==> config.mk <==
export PLATFORM = sky130hd
export DESIGN_NAME = power_window_controller_unit
export DESIGN_NICKNAME = d
export VERILOG_FILES = /design/src/rtl/pwc_pkg.sv /design/src/rtl/pwc_step.sv /design/src/rtl/power_window_controller_unit.sv
export SDC_FILE = /design/constraint.sdc
export NUM_CORES = 1
export LEC_CHECK = 0
export BUFFER_PORTS_ARGS = -buffer_cell sky130_fd_sc_hd__buf_4
export CAP_MARGIN = 25
export CORE_AREA = 4 4 136 138
export CTS_CLUSTER_SIZE = 10
export DETAILED_ROUTE_END_ITERATION = 8
export DIE_AREA = 0 0 140 142
export PLACE_DENSITY = 0.77
export SYNTH_ARGS = -nofsm -noshare
export SYNTH_HDL_FRONTEND = slang
export SYNTH_SLANG_ARGS = --single-unit
==> constraint.sdc <==
create_clock -name clk -period 8.4 [get_ports clk]
set_input_delay 1.68 -clock clk [delete_from_list [all_inputs] [get_ports clk]]
set_output_delay 1.68 -clock clk [all_outputs]
set_load 0.1 [all_outputs]
==> src/rtl/pwc_pkg.sv <==
package pwc_pkg;

	// Width of the saturating tick counter.
	localparam int COUNT_WIDTH = 16;
	// Width that both the counter and the 16-bit limits fit in for comparison.
	localparam int CMP_W = (COUNT_WIDTH > 16) ? COUNT_WIDTH : 16;
	localparam logic [COUNT_WIDTH-1:0] CNT_MAX = {COUNT_WIDTH{1'b1}};

	localparam logic [2:0] MODE_IDLE      = 3'd0;
	localparam logic [2:0] MODE_JUDGE     = 3'd1;
	localparam logic [2:0] MODE_MAN_UP    = 3'd2;
	localparam logic [2:0] MODE_MAN_DOWN  = 3'd3;
	localparam logic [2:0] MODE_AUTO_UP   = 3'd4;
	localparam logic [2:0] MODE_AUTO_DOWN = 3'd5;
	localparam logic [2:0] MODE_JAM_REV   = 3'd6;

	localparam logic [2:0] CFG_HOLD      = 3'd0;
	localparam logic [2:0] CFG_REVERSE   = 3'd1;
	localparam logic [2:0] CFG_UP_STEP   = 3'd2;
	localparam logic [2:0] CFG_DOWN_STEP = 3'd3;
	localparam logic [2:0] CFG_PERIOD    = 3'd4;

	localparam logic [15:0] HOLD_RESET      = 16'd5;
	localparam logic [15:0] REVERSE_RESET   = 16'd5;
	localparam logic [15:0] UP_STEP_RESET   = 16'd10;
	localparam logic [15:0] DOWN_STEP_RESET = 16'd100;
	localparam logic [15:0] PERIOD_RESET    = 16'd5000;
	localparam logic [15:0] DUTY_RESET      = 16'd3750;

	typedef struct packed {
		logic driver_up;
		logic driver_down;
		logic pass_up;
		logic pass_down;
		logic lock_off;
		logic top_limit;
		logic bottom_limit;
		logic jam;
	} tick_t;

	typedef struct packed {
		logic [15:0] hold_ticks;
		logic [15:0] reverse_ticks;
		logic [15:0] up_step;
		logic [15:0] down_step;
		logic [15:0] pwm_period;
	} cfg_t;

	typedef struct packed {
		logic [2:0]             mode;
		logic [COUNT_WIDTH-1:0] tick_count;
		logic [15:0]            duty;
		logic [1:0]             press_source;
		logic                   after_manual;
	} state_t;

	typedef struct packed {
		logic        motor_up;
		logic        motor_down;
		logic [15:0] duty_compare;
		logic [2:0]  mode;
	} result_t;

endpackage

==> src/rtl/pwc_step.sv <==
module pwc_step
	import pwc_pkg::*;
(
	input  tick_t   tick,
	input  cfg_t    cfg,
	input  state_t  cur,
	output state_t  nxt,
	output result_t res
);

	logic [3:0]             btn;
	logic                   held;
	logic                   down_src;
	logic [COUNT_WIDTH-1:0] cnt_inc;
	logic                   reach_hold;
	logic                   reach_rev;
	logic [15:0]            duty_up;
	logic [15:0]            duty_dn;
	logic                   mu;
	logic                   md;

	assign btn = {tick.pass_down, tick.pass_up, tick.driver_down, tick.driver_up};
	assign held = btn[cur.press_source];
	assign down_src = cur.press_source[0];
	assign cnt_inc = (cur.tick_count == CNT_MAX) ? cur.tick_count : cur.tick_count + 1'b1;
	assign reach_hold = (CMP_W'(cnt_inc) >= CMP_W'(cfg.hold_ticks)) || (cnt_inc == CNT_MAX);
	assign reach_rev = (CMP_W'(cnt_inc) >= CMP_W'(cfg.reverse_ticks)) || (cnt_inc == CNT_MAX);

	// The duty value wraps to the period once a step would take it to zero or below.
	assign duty_up = (cur.duty <= cfg.up_step) ? cfg.pwm_period : cur.duty - cfg.up_step;
	assign duty_dn = (cur.duty <= cfg.down_step) ? cfg.pwm_period : cur.duty - cfg.down_step;

	always_comb begin
		nxt = cur;
		mu = 1'b0;
		md = 1'b0;
		case (cur.mode)
			MODE_JUDGE: begin
				nxt.tick_count = cnt_inc;
				if (reach_hold) begin
					if (held) begin
						nxt.after_manual = 1'b1;
						nxt.mode = down_src ? MODE_MAN_DOWN : MODE_MAN_UP;
					end else if (!cur.after_manual) begin
						nxt.mode = down_src ? MODE_AUTO_DOWN : MODE_AUTO_UP;
					end else begin
						// A short press straight after a manual run is dropped.
						nxt.after_manual = 1'b0;
						nxt.mode = MODE_IDLE;
					end
				end
			end
			MODE_MAN_UP, MODE_AUTO_UP: begin
				if (tick.jam) begin
					nxt.tick_count = '0;
					nxt.mode = MODE_JAM_REV;
				end else if ((cur.mode == MODE_MAN_UP) ? !held : tick.top_limit) begin
					nxt.mode = MODE_IDLE;
				end else begin
					mu = 1'b1;
					nxt.duty = duty_up;
				end
			end
			MODE_MAN_DOWN, MODE_AUTO_DOWN: begin
				if ((cur.mode == MODE_MAN_DOWN) ? !held : tick.bottom_limit) begin
					nxt.mode = MODE_IDLE;
				end else begin
					md = 1'b1;
					nxt.duty = duty_dn;
				end
			end
			MODE_JAM_REV: begin
				md = 1'b1;
				nxt.duty = duty_dn;
				nxt.tick_count = cnt_inc;
				if (reach_rev) begin
					nxt.mode = MODE_IDLE;
				end
			end
			default: begin
				// Idle, and the unused code, which behaves as idle.
				nxt.mode = MODE_IDLE;
				if (tick.driver_up) begin
					nxt.press_source = 2'd0;
					nxt.tick_count = '0;
					nxt.mode = MODE_JUDGE;
				end else if (tick.driver_down) begin
					nxt.press_source = 2'd1;
					nxt.tick_count = '0;
					nxt.mode = MODE_JUDGE;
				end else if (tick.lock_off && tick.pass_up) begin
					nxt.press_source = 2'd2;
					nxt.tick_count = '0;
					nxt.mode = MODE_JUDGE;
				end else if (tick.lock_off && tick.pass_down) begin
					nxt.press_source = 2'd3;
					nxt.tick_count = '0;
					nxt.mode = MODE_JUDGE;
				end
			end
		endcase
	end

	assign res.motor_up = mu;
	assign res.motor_down = md;
	assign res.duty_compare = nxt.duty;
	assign res.mode = nxt.mode;

endmodule

==> src/rtl/power_window_controller_unit.sv <==
// Channel   Direction  Handshake              Payload
// in        to block   in_valid / in_ready    driver_up .. jam, one bit each
// out       from block out_valid / out_ready  motor_up, motor_down, duty_compare, mode
// cfg       to block   cfg_we                 cfg_index (3 bits), cfg_data (16 bits)
//
// Each item passes an input register and then the result register, which offers it;
// one item a cycle is sustained while out_ready stays high, with the single mode
// update sitting between the two registers.
// Reset clears the mode machine, the counter, the after-manual flag, duty to 3750
// and every configuration register to its default.
// A stalled output holds its item; the input register still takes one more item,
// and only then does in_ready fall.
module power_window_controller_unit
	import pwc_pkg::*;
(
	input  logic        clk,
	input  logic        arst_n,
	input  logic        in_valid,
	output logic        in_ready,
	input  logic        driver_up,
	input  logic        driver_down,
	input  logic        pass_up,
	input  logic        pass_down,
	input  logic        lock_off,
	input  logic        top_limit,
	input  logic        bottom_limit,
	input  logic        jam,
	output logic        out_valid,
	input  logic        out_ready,
	output logic        motor_up,
	output logic        motor_down,
	output logic [15:0] duty_compare,
	output logic [2:0]  mode,
	input  logic        cfg_we,
	input  logic [2:0]  cfg_index,
	input  logic [15:0] cfg_data
);

	// Configuration registers, to be written only while the block is idle; the block itself does not enforce this.
	cfg_t cfg_q;

	// Mode machine state, advanced once per item as it leaves the input register.
	state_t state_q;
	state_t state_nxt;

	// Input register stage.
	logic  valid_s1;
	tick_t tick_s1;

	// Result register.
	logic    out_valid_q;
	result_t res_q;
	result_t res_nxt;

	logic advance;

	// The item in the input register moves on whenever the result register is free
	// or is being emptied in this cycle.
	assign advance = valid_s1 && (!out_valid_q || out_ready);
	assign in_ready = !valid_s1 || advance;

	always_ff @(posedge clk or negedge arst_n) begin
		if (!arst_n) begin
			cfg_q.hold_ticks <= HOLD_RESET;
			cfg_q.reverse_ticks <= REVERSE_RESET;
			cfg_q.up_step <= UP_STEP_RESET;
			cfg_q.down_step <= DOWN_STEP_RESET;
			cfg_q.pwm_period <= PERIOD_RESET;
		end else if (cfg_we) begin
			case (cfg_index)
				CFG_HOLD:      cfg_q.hold_ticks <= cfg_data;
				CFG_REVERSE:   cfg_q.reverse_ticks <= cfg_data;
				CFG_UP_STEP:   cfg_q.up_step <= cfg_data;
				CFG_DOWN_STEP: cfg_q.down_step <= cfg_data;
				CFG_PERIOD:    cfg_q.pwm_period <= cfg_data;
				default: begin
				end
			endcase
		end
	end

	always_ff @(posedge clk or negedge arst_n) begin
		if (!arst_n) begin
			valid_s1 <= 1'b0;
		end else if (in_ready) begin
			valid_s1 <= in_valid;
		end
	end

	always_ff @(posedge clk) begin
		if (in_valid && in_ready) begin
			tick_s1 <= '{driver_up, driver_down, pass_up, pass_down,
				lock_off, top_limit, bottom_limit, jam};
		end
	end

	pwc_step u_step (
		.tick (tick_s1),
		.cfg  (cfg_q),
		.cur  (state_q),
		.nxt  (state_nxt),
		.res  (res_nxt)
	);

	always_ff @(posedge clk or negedge arst_n) begin
		if (!arst_n) begin
			state_q.mode <= MODE_IDLE;
			state_q.tick_count <= '0;
			state_q.duty <= DUTY_RESET;
			state_q.press_source <= 2'd0;
			state_q.after_manual <= 1'b0;
		end else if (advance) begin
			state_q <= state_nxt;
		end
	end

	always_ff @(posedge clk or negedge arst_n) begin
		if (!arst_n) begin
			out_valid_q <= 1'b0;
		end else if (advance) begin
			out_valid_q <= 1'b1;
		end else if (out_ready) begin
			out_valid_q <= 1'b0;
		end
	end

	always_ff @(posedge clk) begin
		if (advance) begin
			res_q <= res_nxt;
		end
	end

	assign out_valid = out_valid_q;
	assign motor_up = res_q.motor_up;
	assign motor_down = res_q.motor_down;
	assign duty_compare = res_q.duty_compare;
	assign mode = res_q.mode;

endmodule

======== Word-level counts from Yosys, hierarchy flattened ========
Index checks and enable logic that the tools add are counted.
operators by class
  add/sub/neg operators ................... 3
  order comparisons ....................... 5
  equality and inequality tests ........... 13
  multiplexer cells ....................... 37
  bitwise logic cells ..................... 3
  reductions and logical operators ........ 28
operators by type and width
  operator                                       number
  two-way mux 16 bit                             7
  one-hot mux 16 bit (3 select lines)            2
  two-way mux 19 bit                             2
  two-way mux 17 bit                             2
  == test 16 bit, second input constant          2
  greater-or-equal comparator 16 bit             2
  less-or-equal comparator 16 bit                2
  subtractor 16 bit                              2
  two-way mux 3 bit                              7
  adder 16 x 1 -> 16 bit, second input constant  1
  == test 3 x 2 -> 1 bit, second input constant  4
  == test 3 bit, second input constant           4
  one-hot mux 3 bit (4 select lines)             1
  two-way mux 1 bit                              10
  AND reduction 2 bit                            5
  two-way mux 2 bit                              4
  OR reduction 2 bit                             4
  == test 3 x 1 -> 1 bit, second input constant  2
  AND reduction 3 bit                            2
  nonzero test 6 bit                             1
  OR reduction 6 bit                             1
  logical AND 1 bit                              4
  logical OR 1 bit                               4
  AND reduction 4 bit                            1
  9 further kinds                                13
word-level totals
  register bits after elaboration ......... 149
  input port bits ......................... 32
  output and inout bits ................... 23

======== Depth between registers and ports, before layout ========
  word-level depth ........................ 7
  gate-level depth with buffers ........... 15
  mapped depth without buffers ............ 15

======== Hierarchy ========
Synthesis repeated with hierarchy kept, for this count alone.
second synthesis, totals
  cells, all modules ...................... 891
  area total of the unflattened synthesis .. 9536.6 sq um
by module, submodules not included
  module                        times used  cells an instance  area each (sq um)  seq. area each (sq um)
  power_window_controller_unit  1           291                5442.7             3900.0
  pwc_step                      1           600                4093.9             0.0

======== Worst setup path after synthesis ========
Ideal clock, no wire load.
  path type ............................... input to output
  start point ............................. input port out_ready
  end point ............................... output port in_ready
  arrival ................................. 2502 ps
  required time ........................... 6720 ps
  path slack .............................. 4218 ps
  stages on the path ...................... 1
  path buffers ............................ 0
  cell sequence ........................... nand3b_1
between the ends
  word-level cells in the longest chain between the ends .. 3
ends and longest elaborated chain
  what                line                                text
  start: declaration  power_window_controller_unit.sv:29  input logic out_ready,
  logical OR 1 bit    power_window_controller_unit.sv:59  assign advance = valid_s1 && (!out_valid_q || out_ready);
  logical AND 1 bit   power_window_controller_unit.sv:59
  logical OR 1 bit    power_window_controller_unit.sv:60  assign in_ready = !valid_s1 || advance;
  end: declaration    power_window_controller_unit.sv:19  output logic in_ready,
No other way between the ends.

==> metrics.cfg <==
[outcome]
status = finished clean

[placed_design]
port_buffers = 54
place_hpwl_um = 15800
placedCellCount = 1214
place.gp.congestion = 0.894
dpl_cell_area_sq_mm = 0.00987

[detailed_routing]
drt_iter0_drc = 554
drt_first_pass_iters = 6
dr_total_vias = 7399
finalWirelength_um = 21600
wl_per_cell_um = 17.3
ant_nets = 0
drc_errors = 0
vias_per_cell = 5.93

[flow_run]
drv_cap = 0

[sta]
relSlewSlack_pct = 30.8
fmax_mhz = 241
finalHoldViolations = 0
fin_crit_ns = 4.16
rsz0062_at_grt = false
setup_viol = 0
fin_crit_sh_pct = 49.5
drv_slew = 0
skew_ns = 0.0138
fin_setup_tns_ns = 0
worst_slew_pin_slew_ns = 1.04

[critical_path]
crit_type = reg -> reg
slowest_stage = nor4_4
start_kind = flop
cp_num_buf_inv = 0
critPathMaxStageDelay_ns = 0.49
timing.critical_path.mode_cell = a21oi_1
required_ns = 8.71
crit_family = compound AO/OA/AOI/OAI gates
cp.arrival_ns = 4.46
crit_chain = ha_1 -> nand3_1 -> nor4_4 -> nand2_1 -> a21oi_1 -> ha_1 -> a21oi_1 -> o21ai_0 -> a221oi_1 -> a21oi_1 -> nor3_1 -> o211ai_2 -> a211o_1 -> mux2_4
crit_fanout = 10
setup.worst_path.end_class = flop

[clock_tree]
htreeDepth = 4
cts_inserted_buffers = 17
cts_tree = built
cts.clk_slew.worst_paths_ns = 0.06
cts_setup_buffers = 0
cts_resized = 0
insertion_delay_ns = 0.43
clkSinkCount = 149
hold_buffers = 0
root_buffer = clkbuf_16
clock_path_buffers = 2

[power_and_ir_drop]
powerDensity_mw_per_mm2 = 300
p_total_mw = 3.15
worst_ir_drop_vdd_mv = 0.167
p_leak_nw = 4.73

[synth]
syn_inst = 965
ys_types = 86
async_reset_ff_share_pct = 80.5
avgSynthCellArea_sq_um = 9.67
syn_area_sq_mm = 0.00933
syn-num-nets = 1064
synth-seq-cells = 149
yosysWarnings = 0
synth_edf_count = 29
ys.flop_type = dfrtp_1
seq_area_frac_synth_pct = 41.8

[cells_and_area]
areaGrowthSynthToFinish_pct = 12.4
layout-drive-gt1-share_pct = 18.9
instances_no_fill = 1247
nNetsFinal = 1108
fillers = 1460
antennaDiodeCount = 0
fin_area_sq_mm = 0.0105

[global_route]
antenna_found_initial = 0
grt_pass1_vias = 7247
grt_pass1_wl_um = 36300
gr-total-overflow = 0
grt_use_total_pct = 22.5
grt_max_degree = 71

[floorplanning]
die_width_um = 140
die_h_um = 142
initial_core_util_pct = 54.3
io_pins = 55
dieArea_sq_mm = 0.0199
placementRows = 48
coreArea_sq_mm = 0.0172

[hold_path]
hold_class = reg -> reg

## path summary, 6_finish.rpt
kind                                  start          end  slack, ns  cells past startpoint
worst max-delay path            state_q[19]  state_q[37]       4.24                     14
max in group asynchronous            arst_n    cfg_q[41]       5.77                      2
worst max register to register  state_q[19]  state_q[37]       4.24                     14
min in group asynchronous            arst_n     cfg_q[1]       1.29                      1
worst min register to register     valid_s1    out_valid       0.51                      1
worst min-delay path               valid_s1    out_valid       0.51                      1
## cells by family after synthesis
logic type / Yosys count / share of synthesized area, %
buf+inv: 123 / 5.57
mux: 72 / 8.65
compound gates: 248 / 17.5
flops: 149 / 41.8
xor+xnor: 29 / 2.72
simple gates: 277 / 14.6
fa+ha+maj: 67 / 9.15
## sequential cells by signal, indices dropped and copies added (netlist names)
name / count
cfg_q: 80
duty_compare: 16
mode: 3
motor_down: 1
motor_up: 1
out_valid: 1
state_q: 38
tick_s1: 8
valid_s1: 1
## placed cells by master (no fill, tap or decap), types with 7 or more instances in the layout
master / Yosys / routed
nand2_1: 127 / 127
dfrtp_1: 99 / 99
inv_1: 87 / 87
o21ai_0: 78 / 78
ha_1: 65 / 65
buf_4: 3 / 58
mux2_2: 53 / 53
a21oi_1: 48 / 48
nor2_1: 40 / 38
edfxtp_1: 29 / 29
nand3_1: 23 / 23
xnor2_1: 22 / 22
dfstp_2: 21 / 21
clkbuf_16: 0 / 19
mux2i_1: 15 / 15
nor3_1: 15 / 14
a21o_1: 13 / 13
a22o_1: 12 / 12
nand4_1: 11 / 11
a31oi_1: 9 / 9
o21a_1: 8 / 8
nand2b_1: 8 / 8
a211oi_1: 7 / 7
o31ai_1: 7 / 7
a211o_1: 7 / 7
xor2_1: 7 / 7
## worst register-to-register path, delay by kind of cell (launching register included)
family | cells | cell delay (ns)
and+or+nand+nor | 4 | 1.27
muxes | 1 | 0.25
AOI/OAI and AO/OA | 7 | 1.46
DFF | 1 | 0.46
adders and majority gates | 2 | 0.58
## stage by stage
stage	util, %	hold slack [ns]	setup slack, ns
3_5_place_dp	57.5	0.492	4.26
6_report	61.1	0.509	4.24
2_1_floorplan	-	0.457	4.22
5_1_grt	61.1	0.524	3.93
4_1_cts	61.0	0.506	4.25
3_3_place_gp	57.5	0.475	4.38
## report_power, final
group | switching, mW | total, mW | internal (mW)
Sequential | 0.111 | 1.02 | 0.912
Clock | 0.302 | 0.762 | 0.459
Combinational | 0.805 | 1.36 | 0.557
Total | 1.22 | 3.15 | 1.93
## final cells by class
cell class	instances	area, sq um	area share, %
inverters	89	334	3.19
clock buffers	22	507	4.83
flip-flops and latches	149	3900	37.2
well taps	225	282	2.68
multi-input cells	693	4920	46.9
clock inverters	10	92.6	0.883
repair buffers	59	450	4.29
## cells in the mapped netlist (11+ instances only)
master | number | area [sq um]
mux2_2 | 53 | 597
mux2i_1 | 15 | 150
nand4_1 | 11 | 68.8
nor3_1 | 15 | 75.1
nand3_1 | 23 | 115
dfrtp_1 | 99 | 2480
nor2_1 | 40 | 150
nand2_1 | 127 | 477
o21ai_0 | 78 | 390
a22o_1 | 12 | 105
a21oi_1 | 48 | 240
xnor2_1 | 22 | 193
a21o_1 | 13 | 97.6
edfxtp_1 | 29 | 871
dfstp_2 | 21 | 552
clkbuf_1 | 19 | 71.3
inv_1 | 87 | 327
ha_1 | 65 | 813
## per-layer routing
metal  global-route usage, %  part of all wire [%]  up-vias
met5                       0                     0        -
met4                    8.26                   2.6        0
met3                    3.97                   4.2       45
met2                    37.2                    48      207
met1                    30.0                    45     3582
li1                        -                     -     3565
Note: power is estimated with default switching activity, not from simulation.
